==> src/rtl/core/lttb_pkg.sv <==
// Package for the local time to beat time converter.
// Holds field widths, register index codes, the month table and the
// reciprocal constants used by the top level and the beat stage.
package lttb_pkg;

  // Field widths of the input and result transactions.
  localparam int unsigned YearW    = 14;
  localparam int unsigned MonthW   = 4;
  localparam int unsigned DomW     = 5;
  localparam int unsigned HourW    = 5;
  localparam int unsigned MinW     = 6;
  localparam int unsigned SecW     = 6;
  localparam int unsigned MsW      = 10;
  localparam int unsigned DayW     = 9;
  localparam int unsigned BeatW    = 10;

  // Configuration port widths.
  localparam int unsigned CfgIdxW  = 2;
  localparam int unsigned CfgDataW = 11;

  // Millisecond of day, up to one day plus out-of-range seconds and milliseconds.
  localparam int unsigned TimeW    = 27;

  // Register index codes.
  typedef enum logic [CfgIdxW-1:0] {
    CFG_WEST_OFFSET = 2'd0,
    CFG_DST_ACTIVE  = 2'd1,
    CFG_PLUS_ONE    = 2'd2
  } cfg_index_e;

  // Year mod 25 through a reciprocal: floor(y * Recip25 / 2^Recip25Sh).
  localparam logic [15:0] Recip25   = 16'd41943;
  localparam int unsigned Recip25Sh = 20;

  // Minutes are biased by 19 hours so the floor division stays unsigned.
  localparam logic [11:0] MinBias   = 12'd1140;
  localparam logic [6:0]  HourBias  = 7'd19;
  localparam logic [10:0] Recip60   = 11'd1092;
  localparam int unsigned Recip60Sh = 16;

  // Beat split: one beat is 86400 ms.
  localparam logic [16:0] MsPerBeat   = 17'd86400;
  localparam logic [10:0] RecipBeat   = 11'd1553;
  localparam int unsigned RecipBeatSh = 27;
  localparam logic [10:0] BeatsPerDay = 11'd1000;

  // Thousandths: r * 1000 / 86400 reduces to r * 5 / 432.
  localparam logic [8:0]  FracDiv     = 9'd432;
  localparam logic [10:0] RecipFrac   = 11'd1213;
  localparam int unsigned RecipFracSh = 19;

  // Transaction between the calendar stages and the beat stages.
  typedef struct packed {
    logic [TimeW-1:0] ms_of_day;
    logic [DayW-1:0]  day;
    logic             invalid;
  } lttb_time_t;

  // Days before the first of each month in a common year.
  function automatic logic [8:0] month_start(input logic [MonthW-1:0] month);
    logic [8:0] off;
    case (month)
      4'd1:    off = 9'd0;
      4'd2:    off = 9'd31;
      4'd3:    off = 9'd59;
      4'd4:    off = 9'd90;
      4'd5:    off = 9'd120;
      4'd6:    off = 9'd151;
      4'd7:    off = 9'd181;
      4'd8:    off = 9'd212;
      4'd9:    off = 9'd243;
      4'd10:   off = 9'd273;
      4'd11:   off = 9'd304;
      4'd12:   off = 9'd334;
      default: off = 9'd0;
    endcase
    return off;
  endfunction

endpackage

==> src/rtl/core/lttb_beat.sv <==
// Beat stages of the local time to beat time converter.
// Splits the millisecond of day into beat and thousandths over five
// pipeline stages; depends on lttb_pkg.
module lttb_beat (
  input  logic                          clk_i,
  input  logic                          rst_ni,
  input  logic                          valid_i,
  output logic                          stall_o,
  input  lttb_pkg::lttb_time_t          time_i,
  output logic                          valid_o,
  input  logic                          stall_i,
  output logic [lttb_pkg::DayW-1:0]     day_number_o,
  output logic [lttb_pkg::BeatW-1:0]    beat_number_o,
  output logic [lttb_pkg::BeatW-1:0]    beat_thousandths_o,
  output logic                          month_invalid_o
);

  // Stage valids and enables; a stage moves when it is empty or its
  // successor moves, so bubbles are squeezed out.
  logic v1_q, v2_q, v3_q, v4_q, v5_q;
  logic en1, en2, en3, en4, en5;

  assign en5     = !v5_q || !stall_i;
  assign en4     = !v4_q || en5;
  assign en3     = !v3_q || en4;
  assign en2     = !v2_q || en3;
  assign en1     = !v1_q || en2;
  assign stall_o = !en1;

  always_ff @(posedge clk_i or negedge rst_ni) begin
    if (!rst_ni) begin
      v1_q <= 1'b0;
      v2_q <= 1'b0;
      v3_q <= 1'b0;
      v4_q <= 1'b0;
      v5_q <= 1'b0;
    end else begin
      if (en1) v1_q <= valid_i;
      if (en2) v2_q <= v1_q;
      if (en3) v3_q <= v2_q;
      if (en4) v4_q <= v3_q;
      if (en5) v5_q <= v4_q;
    end
  end

  // Stage 1: beat estimate by reciprocal, low by at most one.
  logic [37:0]                  beat_prod;
  logic [10:0]                  q1_d, q1_q;
  logic [lttb_pkg::TimeW-1:0]   t1_q;
  logic [lttb_pkg::DayW-1:0]    day1_q;
  logic                         inv1_q;

  assign beat_prod = 38'(time_i.ms_of_day) * 38'(lttb_pkg::RecipBeat);
  assign q1_d      = beat_prod[37:lttb_pkg::RecipBeatSh];

  always_ff @(posedge clk_i) begin
    if (en1) begin
      t1_q   <= time_i.ms_of_day;
      q1_q   <= q1_d;
      day1_q <= time_i.day;
      inv1_q <= time_i.invalid;
    end
  end

  // Stage 2: remainder against the estimate, below two beats.
  logic [lttb_pkg::TimeW-1:0]   r2_full;
  logic [17:0]                  r2_d, r2_q;
  logic [10:0]                  q2_q;
  logic [lttb_pkg::DayW-1:0]    day2_q;
  logic                         inv2_q;

  assign r2_full = t1_q - (27'(q1_q) * 27'(lttb_pkg::MsPerBeat));
  assign r2_d    = r2_full[17:0];

  always_ff @(posedge clk_i) begin
    if (en2) begin
      r2_q   <= r2_d;
      q2_q   <= q1_q;
      day2_q <= day1_q;
      inv2_q <= inv1_q;
    end
  end

  // Stage 3: correct the estimate, wrap a full day of beats, scale by five.
  logic                         beat_ge;
  logic [16:0]                  r3;
  logic [10:0]                  q3;
  logic [lttb_pkg::BeatW-1:0]   beat3_d, beat3_q;
  logic [18:0]                  x3_d, x3_q;
  logic [lttb_pkg::DayW-1:0]    day3_q;
  logic                         inv3_q;

  assign beat_ge = r2_q >= 18'(lttb_pkg::MsPerBeat);
  assign r3      = beat_ge ? 17'(r2_q - 18'(lttb_pkg::MsPerBeat)) : r2_q[16:0];
  assign q3      = q2_q + 11'(beat_ge);
  assign beat3_d = (q3 == lttb_pkg::BeatsPerDay) ? '0 : q3[lttb_pkg::BeatW-1:0];
  assign x3_d    = (19'(r3) << 2) + 19'(r3);

  always_ff @(posedge clk_i) begin
    if (en3) begin
      beat3_q <= beat3_d;
      x3_q    <= x3_d;
      day3_q  <= day2_q;
      inv3_q  <= inv2_q;
    end
  end

  // Stage 4: thousandths estimate by reciprocal of 432.
  logic [28:0]                  frac_prod;
  logic [lttb_pkg::BeatW-1:0]   fq4_d, fq4_q;
  logic [18:0]                  x4_q;
  logic [lttb_pkg::BeatW-1:0]   beat4_q;
  logic [lttb_pkg::DayW-1:0]    day4_q;
  logic                         inv4_q;

  assign frac_prod = 29'(x3_q) * 29'(lttb_pkg::RecipFrac);
  assign fq4_d     = frac_prod[28:lttb_pkg::RecipFracSh];

  always_ff @(posedge clk_i) begin
    if (en4) begin
      fq4_q   <= fq4_d;
      x4_q    <= x3_q;
      beat4_q <= beat3_q;
      day4_q  <= day3_q;
      inv4_q  <= inv3_q;
    end
  end

  // Stage 5: correct the thousandths and hold the result transaction.
  logic [18:0]                  rf;
  logic [lttb_pkg::BeatW-1:0]   frac5_d, frac5_q;
  logic [lttb_pkg::BeatW-1:0]   beat5_q;
  logic [lttb_pkg::DayW-1:0]    day5_q;
  logic                         inv5_q;

  assign rf      = x4_q - (19'(fq4_q) * 19'(lttb_pkg::FracDiv));
  assign frac5_d = fq4_q + 10'(rf >= 19'(lttb_pkg::FracDiv));

  always_ff @(posedge clk_i) begin
    if (en5) begin
      frac5_q <= frac5_d;
      beat5_q <= beat4_q;
      day5_q  <= day4_q;
      inv5_q  <= inv4_q;
    end
  end

  assign valid_o            = v5_q;
  assign day_number_o       = day5_q;
  assign beat_number_o      = beat5_q;
  assign beat_thousandths_o = frac5_q;
  assign month_invalid_o    = inv5_q;

endmodule

==> src/rtl/core/local_time_to_beat_time.sv <==
// Top level of the local time to beat time converter.
// Calendar and offset stages feeding lttb_beat; depends on lttb_pkg.
//
//   channel  direction  handshake               payload
//   input    in         in_valid_i/in_stall_o   year .. millisecond
//   result   out        out_valid_o/out_stall_i day, beat, thousandths, flag
//   config   in         cfg_we_i                cfg_index_i, cfg_data_i
//
// Ten register stages, five here and five in lttb_beat: one transaction
// enters every cycle while in_stall_o is low.
// Reset clears the stage valid bits and the configuration registers.
// A stalled result holds the last stage; earlier stages keep filling
// until the first occupied stage backs up to the input.
module local_time_to_beat_time (
  input  logic                             clk_i,
  input  logic                             rst_ni,
  input  logic                             cfg_we_i,
  input  logic [lttb_pkg::CfgIdxW-1:0]     cfg_index_i,
  input  logic [lttb_pkg::CfgDataW-1:0]    cfg_data_i,
  input  logic                             in_valid_i,
  output logic                             in_stall_o,
  input  logic [lttb_pkg::YearW-1:0]       year_i,
  input  logic [lttb_pkg::MonthW-1:0]      month_i,
  input  logic [lttb_pkg::DomW-1:0]        day_of_month_i,
  input  logic [lttb_pkg::HourW-1:0]       hour_i,
  input  logic [lttb_pkg::MinW-1:0]        minute_i,
  input  logic [lttb_pkg::SecW-1:0]        second_i,
  input  logic [lttb_pkg::MsW-1:0]         millisecond_i,
  output logic                             out_valid_o,
  input  logic                             out_stall_i,
  output logic [lttb_pkg::DayW-1:0]        day_number_o,
  output logic [lttb_pkg::BeatW-1:0]       beat_number_o,
  output logic [lttb_pkg::BeatW-1:0]       beat_thousandths_o,
  output logic                             month_invalid_o
);

  // Configuration registers.
  logic [lttb_pkg::CfgDataW-1:0] west_q;
  logic                          dst_q;
  logic                          plus_one_q;

  always_ff @(posedge clk_i or negedge rst_ni) begin
    if (!rst_ni) begin
      west_q     <= '0;
      dst_q      <= 1'b0;
      plus_one_q <= 1'b0;
    end else if (cfg_we_i) begin
      case (cfg_index_i)
        lttb_pkg::CFG_WEST_OFFSET: west_q     <= cfg_data_i;
        lttb_pkg::CFG_DST_ACTIVE:  dst_q      <= cfg_data_i[0];
        lttb_pkg::CFG_PLUS_ONE:    plus_one_q <= cfg_data_i[0];
        default: ;
      endcase
    end
  end

  // Stage control; the beat stages stall stage 5.
  logic v1_q, v2_q, v3_q, v4_q, v5_q;
  logic en1, en2, en3, en4, en5;
  logic beat_stall;

  assign en5        = !v5_q || !beat_stall;
  assign en4        = !v4_q || en5;
  assign en3        = !v3_q || en4;
  assign en2        = !v2_q || en3;
  assign en1        = !v1_q || en2;
  assign in_stall_o = !en1;

  always_ff @(posedge clk_i or negedge rst_ni) begin
    if (!rst_ni) begin
      v1_q <= 1'b0;
      v2_q <= 1'b0;
      v3_q <= 1'b0;
      v4_q <= 1'b0;
      v5_q <= 1'b0;
    end else begin
      if (en1) v1_q <= in_valid_i;
      if (en2) v2_q <= v1_q;
      if (en3) v3_q <= v2_q;
      if (en4) v4_q <= v3_q;
      if (en5) v5_q <= v4_q;
    end
  end

  // Stage 1: month table, year/25 estimate, shifted minutes and hours.
  logic [29:0]                   y_prod;
  logic [9:0]                    q25_d, q25_q;
  logic                          mon_ok;
  logic [11:0]                   mins1_d, mins1_q;
  logic [5:0]                    hrs1_d, hrs1_q;
  logic [lttb_pkg::YearW-1:0]    year1_q;
  logic [8:0]                    moff1_q;
  logic                          late1_q;
  logic                          inv1_q;
  logic [lttb_pkg::DomW-1:0]     dom1_q;
  logic [lttb_pkg::SecW-1:0]     sec1_q;
  logic [lttb_pkg::MsW-1:0]      ms1_q;

  assign y_prod  = 30'(year_i) * 30'(lttb_pkg::Recip25);
  assign q25_d   = y_prod[29:lttb_pkg::Recip25Sh];
  assign mon_ok  = (month_i >= 4'd1) && (month_i <= 4'd12);
  // Twelve-bit two's complement: minute + west offset - daylight hour.
  assign mins1_d = 12'(minute_i) + {west_q[lttb_pkg::CfgDataW-1], west_q}
                   - (dst_q ? 12'd60 : 12'd0);
  assign hrs1_d  = 6'(hour_i) + 6'(plus_one_q);

  always_ff @(posedge clk_i) begin
    if (en1) begin
      year1_q <= year_i;
      q25_q   <= q25_d;
      moff1_q <= lttb_pkg::month_start(month_i);
      late1_q <= mon_ok && (month_i >= 4'd3);
      inv1_q  <= !mon_ok;
      dom1_q  <= day_of_month_i;
      mins1_q <= mins1_d;
      hrs1_q  <= hrs1_d;
      sec1_q  <= second_i;
      ms1_q   <= millisecond_i;
    end
  end

  // Stage 2: leap test, zero-based day of year, minute/60 estimate.
  logic [lttb_pkg::YearW-1:0]    r25;
  logic                          by25;
  logic                          leap;
  logic [9:0]                    iday2_d, iday2_q;
  logic [11:0]                   mb2_d, mb2_q;
  logic [22:0]                   m_prod;
  logic [6:0]                    qm2_d, qm2_q;
  logic [5:0]                    hrs2_q;
  logic                          inv2_q;
  logic [lttb_pkg::SecW-1:0]     sec2_q;
  logic [lttb_pkg::MsW-1:0]      ms2_q;

  assign r25     = year1_q - (14'(q25_q) * 14'd25);
  assign by25    = (r25 == 14'd0) || (r25 == 14'd25);
  // Divisible by 4 and not by 100, or divisible by 400 (4*25 and 16*25).
  assign leap    = (year1_q[1:0] == 2'd0) && (!by25 || (year1_q[3:0] == 4'd0));
  assign iday2_d = 10'(dom1_q) + 10'(moff1_q) + 10'(late1_q && leap) - 10'd1;
  assign mb2_d   = mins1_q + lttb_pkg::MinBias;
  assign m_prod  = 23'(mb2_d) * 23'(lttb_pkg::Recip60);
  assign qm2_d   = m_prod[22:lttb_pkg::Recip60Sh];

  always_ff @(posedge clk_i) begin
    if (en2) begin
      iday2_q <= iday2_d;
      mb2_q   <= mb2_d;
      qm2_q   <= qm2_d;
      hrs2_q  <= hrs1_q;
      inv2_q  <= inv1_q;
      sec2_q  <= sec1_q;
      ms2_q   <= ms1_q;
    end
  end

  // Stage 3: finish minute mod 60 and carry into the hour.
  logic [11:0]                   rm_full;
  logic [6:0]                    rm_raw;
  logic                          rm_ge;
  logic [lttb_pkg::MinW-1:0]     min3_d, min3_q;
  logic [6:0]                    qm_fix;
  logic [6:0]                    hh3_d, hh3_q;
  logic [9:0]                    iday3_q;
  logic                          inv3_q;
  logic [lttb_pkg::SecW-1:0]     sec3_q;
  logic [lttb_pkg::MsW-1:0]      ms3_q;

  assign rm_full = mb2_q - (12'(qm2_q) * 12'd60);
  assign rm_raw  = rm_full[6:0];
  assign rm_ge   = rm_raw >= 7'd60;
  assign min3_d  = rm_ge ? 6'(rm_raw - 7'd60) : rm_raw[5:0];
  assign qm_fix  = qm2_q + 7'(rm_ge);
  // Signed hour before the day carry, -19 to 50.
  assign hh3_d   = 7'(hrs2_q) + qm_fix - lttb_pkg::HourBias;

  always_ff @(posedge clk_i) begin
    if (en3) begin
      min3_q  <= min3_d;
      hh3_q   <= hh3_d;
      iday3_q <= iday2_q;
      inv3_q  <= inv2_q;
      sec3_q  <= sec2_q;
      ms3_q   <= ms2_q;
    end
  end

  // Stage 4: hour mod 24 with day carry, clamp the day, second of day.
  logic [6:0]                    hb;
  logic [4:0]                    h4;
  logic [1:0]                    day_inc;
  logic [9:0]                    dsum;
  logic [lttb_pkg::DayW-1:0]     day4_d, day4_q;
  logic [16:0]                   sod4_d, sod4_q;
  logic                          inv4_q;
  logic [lttb_pkg::MsW-1:0]      ms4_q;

  assign hb = hh3_q + 7'd24;

  // Day increment is the hour carry plus the one-based day offset.
  always_comb begin
    if (hb < 7'd24) begin
      h4      = hb[4:0];
      day_inc = 2'd0;
    end else if (hb < 7'd48) begin
      h4      = 5'(hb - 7'd24);
      day_inc = 2'd1;
    end else if (hb < 7'd72) begin
      h4      = 5'(hb - 7'd48);
      day_inc = 2'd2;
    end else begin
      h4      = 5'(hb - 7'd72);
      day_inc = 2'd3;
    end
  end

  assign dsum   = iday3_q + 10'(day_inc);
  assign day4_d = dsum[9] ? '0 : dsum[lttb_pkg::DayW-1:0];
  assign sod4_d = (17'(h4) * 17'd3600) + (17'(min3_q) * 17'd60) + 17'(sec3_q);

  always_ff @(posedge clk_i) begin
    if (en4) begin
      day4_q <= day4_d;
      sod4_q <= sod4_d;
      inv4_q <= inv3_q;
      ms4_q  <= ms3_q;
    end
  end

  // Stage 5: millisecond of day.
  lttb_pkg::lttb_time_t time5_d, time5_q;

  always_comb begin
    time5_d.ms_of_day = (27'(sod4_q) * 27'd1000) + 27'(ms4_q);
    time5_d.day       = day4_q;
    time5_d.invalid   = inv4_q;
  end

  always_ff @(posedge clk_i) begin
    if (en5) begin
      time5_q <= time5_d;
    end
  end

  // Beat and thousandths stages, holding the result transaction.
  lttb_beat u_beat (
    .clk_i              (clk_i),
    .rst_ni             (rst_ni),
    .valid_i            (v5_q),
    .stall_o            (beat_stall),
    .time_i             (time5_q),
    .valid_o            (out_valid_o),
    .stall_i            (out_stall_i),
    .day_number_o       (day_number_o),
    .beat_number_o      (beat_number_o),
    .beat_thousandths_o (beat_thousandths_o),
    .month_invalid_o    (month_invalid_o)
  );

endmodule
==> config.mk <==
export PLATFORM = sky130hd
export DESIGN_NAME = local_time_to_beat_time
export DESIGN_NICKNAME = d
export VERILOG_FILES = /design/src/rtl/core/lttb_pkg.sv /design/src/rtl/core/lttb_beat.sv /design/src/rtl/core/local_time_to_beat_time.sv
export SDC_FILE = /design/constraint.sdc
export NUM_CORES = 2
export LEC_CHECK = 0
export ABC_CLOCK_PERIOD_IN_PS = 10000
export BUFFER_PORTS_ARGS = -buffer_cell sky130_fd_sc_hd__buf_2
export CAP_MARGIN = 20
export CELL_PAD_IN_SITES_DETAIL_PLACEMENT = 1
export CELL_PAD_IN_SITES_GLOBAL_PLACEMENT = 1
export CORE_MARGIN = 2
export CORE_UTILIZATION = 45
export CTS_BUF_LIST = sky130_fd_sc_hd__clkbuf_4
export CTS_CLUSTER_SIZE = 24
export DETAILED_ROUTE_END_ITERATION = 6
export HOLD_SLACK_MARGIN = 0.05
export PLACE_DENSITY_LB_ADDON = 0.1
export SYNTH_ARGS = -nofsm -noshare
export SYNTH_HDL_FRONTEND = slang
export SYNTH_SLANG_ARGS = --single-unit
export TNS_END_PERCENT = 30
==> constraint.sdc <==
create_clock -name clk_i -period 10 [get_ports clk_i]
set_input_delay 2.5 -clock clk_i [delete_from_list [all_inputs] [get_ports clk_i]]
set_output_delay 2.5 -clock clk_i [all_outputs]
set_load 0.1 [all_outputs]
==> results.md <==
* Largest net degree at the start of global routing at 53
* Final WL at 79,800 µm
* Fmax at 128 MHz
* Max H-tree Level at 4
* Max clock buf depth at 3
* Final #Nets at 4,491
* Final period utilization at 0.781
* Post-Syn Nets at 4,264
* Warning count from the yosys run at 0
* Crit end category: flop
* Layout cells sized above 1 at 0.102
* Root buffer cell: clkbuf_4
* Final routed DRC violation total at 0
* Die height at 295 µm
* RSZ-0062 raised after global routing: no
* Adder-Cell Fraction of Synth Area at 0.398
* PortBufs at 99
* Initial DRC Count at 643
* CTS tree: yes
* Synth Area in Compound Gates at 0.0721
* Min Clock Period, post-route at 7.81 ns
* Worst hold path class: flop to flop
* Hold buffers post-CTS at 0
* Main combinational cell family by area after synthesis: adder cells
* Fillers at 8,843
* Crit path cell chain: buf_2 > fa_1 > inv_1 > fa_1 > fa_1 > inv_1 > fa_1 > fa_1 > fa_1 > ha_1 > a21o_1 > a21o_1 > a2111oi_0 > o221ai_1 > o2111ai_1 > nand2_1 > or4_1 > a31oi_1 > xnor2_1
* Initial antenna violation count at 3
* Area share of the largest cell type after synthesis at 0.337
* Area of the multi-input gates at 22,500 µm²
* Top post-synthesis cells by area: edfxtp_1, ha_1, fa_1
* Multiplexer share of the synthesized area at 0.00533
* Fraction of synthesized cell area in xor and xnor cells at 0.0545
* Via-per-instance ratio at 5.10
* Synth Flop Type: edfxtp_1
* Clk_skew at 0.0848 ns
* Final setup vio count at 0
* Clock Latency Late Sink at 0.97 ns
* Post-route setup TNS at 0 ns
* Gr usage total at 0.194
* Required time worst endpoint at 10.65 ns
* Setup Crit Path Kind: primary input to flop
* Die Footprint at 86,800 µm²
* Status: complete, no violations
* Max_slew headroom at 0.295
* CP Launch Type: primary input
* Gr ovfl total at 0
* Distinct cells, synth at 82
* Antenna Nets Post-Route at 0
* EDFF count, synth at 427
* Placer Congestion at 0.864
* Number of CTS-inserted buffers at 131
* Worst path max stage delay at 0.58 ns
* Clk sinks at 450
* Simple-gate share of the synthesized area at 0.0597
* Worst-Margin Slew at 1.04 ns
* Yosys top cell by area: edfxtp_1
* Worst-path fanout max at 6
* Core Box Area at 83,700 µm²
* Hpwl dp at 66,600 µm
* Postcts setup bufs at 0
* First-pass GRT wire length at 134,000 µm
* Post-synthesis cell count at 3,174
* Initial Util at 0.454
* Post-CTS sizing at 0
* Final Max Tran Viols at 0
* Mean area per synthesized cell at 12.0 µm²
* Worst EP arrival at 8.46 ns
* Mapped Area at 38,000 µm²
* Asr flop ratio synth at 0.0511
* Layout area overhead at 9.69%
* FP Rows at 106
* Most used cell, CP: fa_1
* Vias in the first global route at 27,000
* Final hold violations at 0
* Sequential-to-total area share from yosys stat at 0.352
* FF+latch count, synth at 450
* Avg WL per Cell at 17.2 µm
* IO Pins at 100
* Slowest cell on crit path: fa_1
* Max-cap violations at 0
* Clock slew at reported path FFs at 0.06 ns
* First-pass DRT Iterations at 4
* Vias at 23,700
* Die Wd at 295 µm
* Register area at 13,400 µm²
## placed cells by master, fill, tap and decap left out, drive strengths merged, types with 42 or more instances in the layout
master and count:
xnor2 173, nor2 110, fa 314, o21ai 89
nor3 42, inv 579, edfxtp 427, clkbuf 186
nand2 98, a21oi 126, buf 108, xor2 61
a21o 45, ha 708
## logic make-up after synthesis
group | after synthesis
simple gates | 450
fa+ha+maj | 1022
compound gates | 416
xor+xnor | 235
flops | 450
buf+inv | 583
mux | 18
## metrics by stage
stage          hold slack, ns  cells  worst slack, ns  utilization  instance area, µm²
2_1_floorplan           0.400   3174            0.658            -               38000
3_3_place_gp            0.401   4400             1.40        0.477               40000
3_5_place_dp            0.406   4400             1.26        0.477               40000
4_1_cts                 0.360   4631             2.31        0.498               41700
5_1_grt                 0.350   4635             1.85        0.498               41700
6_report                0.370   4637             2.19        0.498               41700
## final cells by class
class | instances | share of cell area
Clock inverter | 45 | 0.00750
Sequential cell | 450 | 0.321
Tap cell | 1134 | 0.0340
Timing Repair Buffer | 108 | 0.0139
Clock buffer | 186 | 0.0335
Inverter | 569 | 0.0512
Antenna cell | 4 | 0.000240
Multi-Input combinational cell | 2141 | 0.538
## worst max-delay path: cells and delay by family
family	cells	cell delay, ns
buffers and inverters	3	0.31
AOI/OAI and AO/OA	6	1.61
xor gates and xnor gates	1	0.09
adders and majority gates	7	3.35
and+or+nand+nor	2	0.60
## final timing paths
check,startpoint,end,slack (ns),cells past startpoint
max,year_i[11],q25_q[6]$_DFFE_PN_,2.19,19
min,u_beat.day1_q[6]$_DFFE_PP_,u_beat.day2_q[6]$_DFFE_PP_,0.37,0
max reg2reg,q25_q[9]$_DFFE_PN_,iday2_q[9]$_DFFE_PP_,3.47,25
min reg2reg,u_beat.day1_q[6]$_DFFE_PP_,u_beat.day2_q[6]$_DFFE_PP_,0.37,0
max in group asynchronous,rst_ni,plus_one_q$_DFFE_PN0P_,7.96,1
min in group asynchronous,rst_ni,u_beat.v3_q$_DFFE_PN0P_,1.57,1
## registers in the layout (all words and copies together), names as in the netlist, 12 cells and up
signal,flops
mins1_q,12
sod4_q,17
time5_q,37
u_beat.r2_q,18
u_beat.t1_q,18
u_beat.x3_q,19
u_beat.x4_q,15
year1_q,14
## cell usage after synthesis (all sizes together), types with 6 or more instances
cell     number
fa          314
edfxtp      427
o21a         16
dfrtp        23
nor2b        23
a21boi       10
a41oi         8
nor3         42
a21oi       126
nor2        110
nand2        98
nand3b        8
a221oi        6
and4          6
xnor2       173
ha          708
a21o         45
o21bai       29
a31oi        10
xor2         61
mux2          8
nor3b         7
a2111oi       8
o31ai         7
and2         11
nand2b       26
nand3        38
a211o        10
clkbuf       11
o21ai        89
or3          10
nand4        16
mux2i         9
a211oi       10
o211ai        6
nor4         12
inv         569
or2          11
and3         21
## routing by layer
layer | global-route usage | wire length [µm] | vias up
met3 | 0.0338 | 2300 | 105
met1 | 0.229 | 33800 | 11800
met4 | 0.0570 | 1630 | 0
li1 | - | - | 11500
met5 | 0 | 0 | -
met2 | 0.359 | 42100 | 251
Power is not shown: default switching activity piles up to over one toggle a cycle in this logic, so the estimate is an artifact.
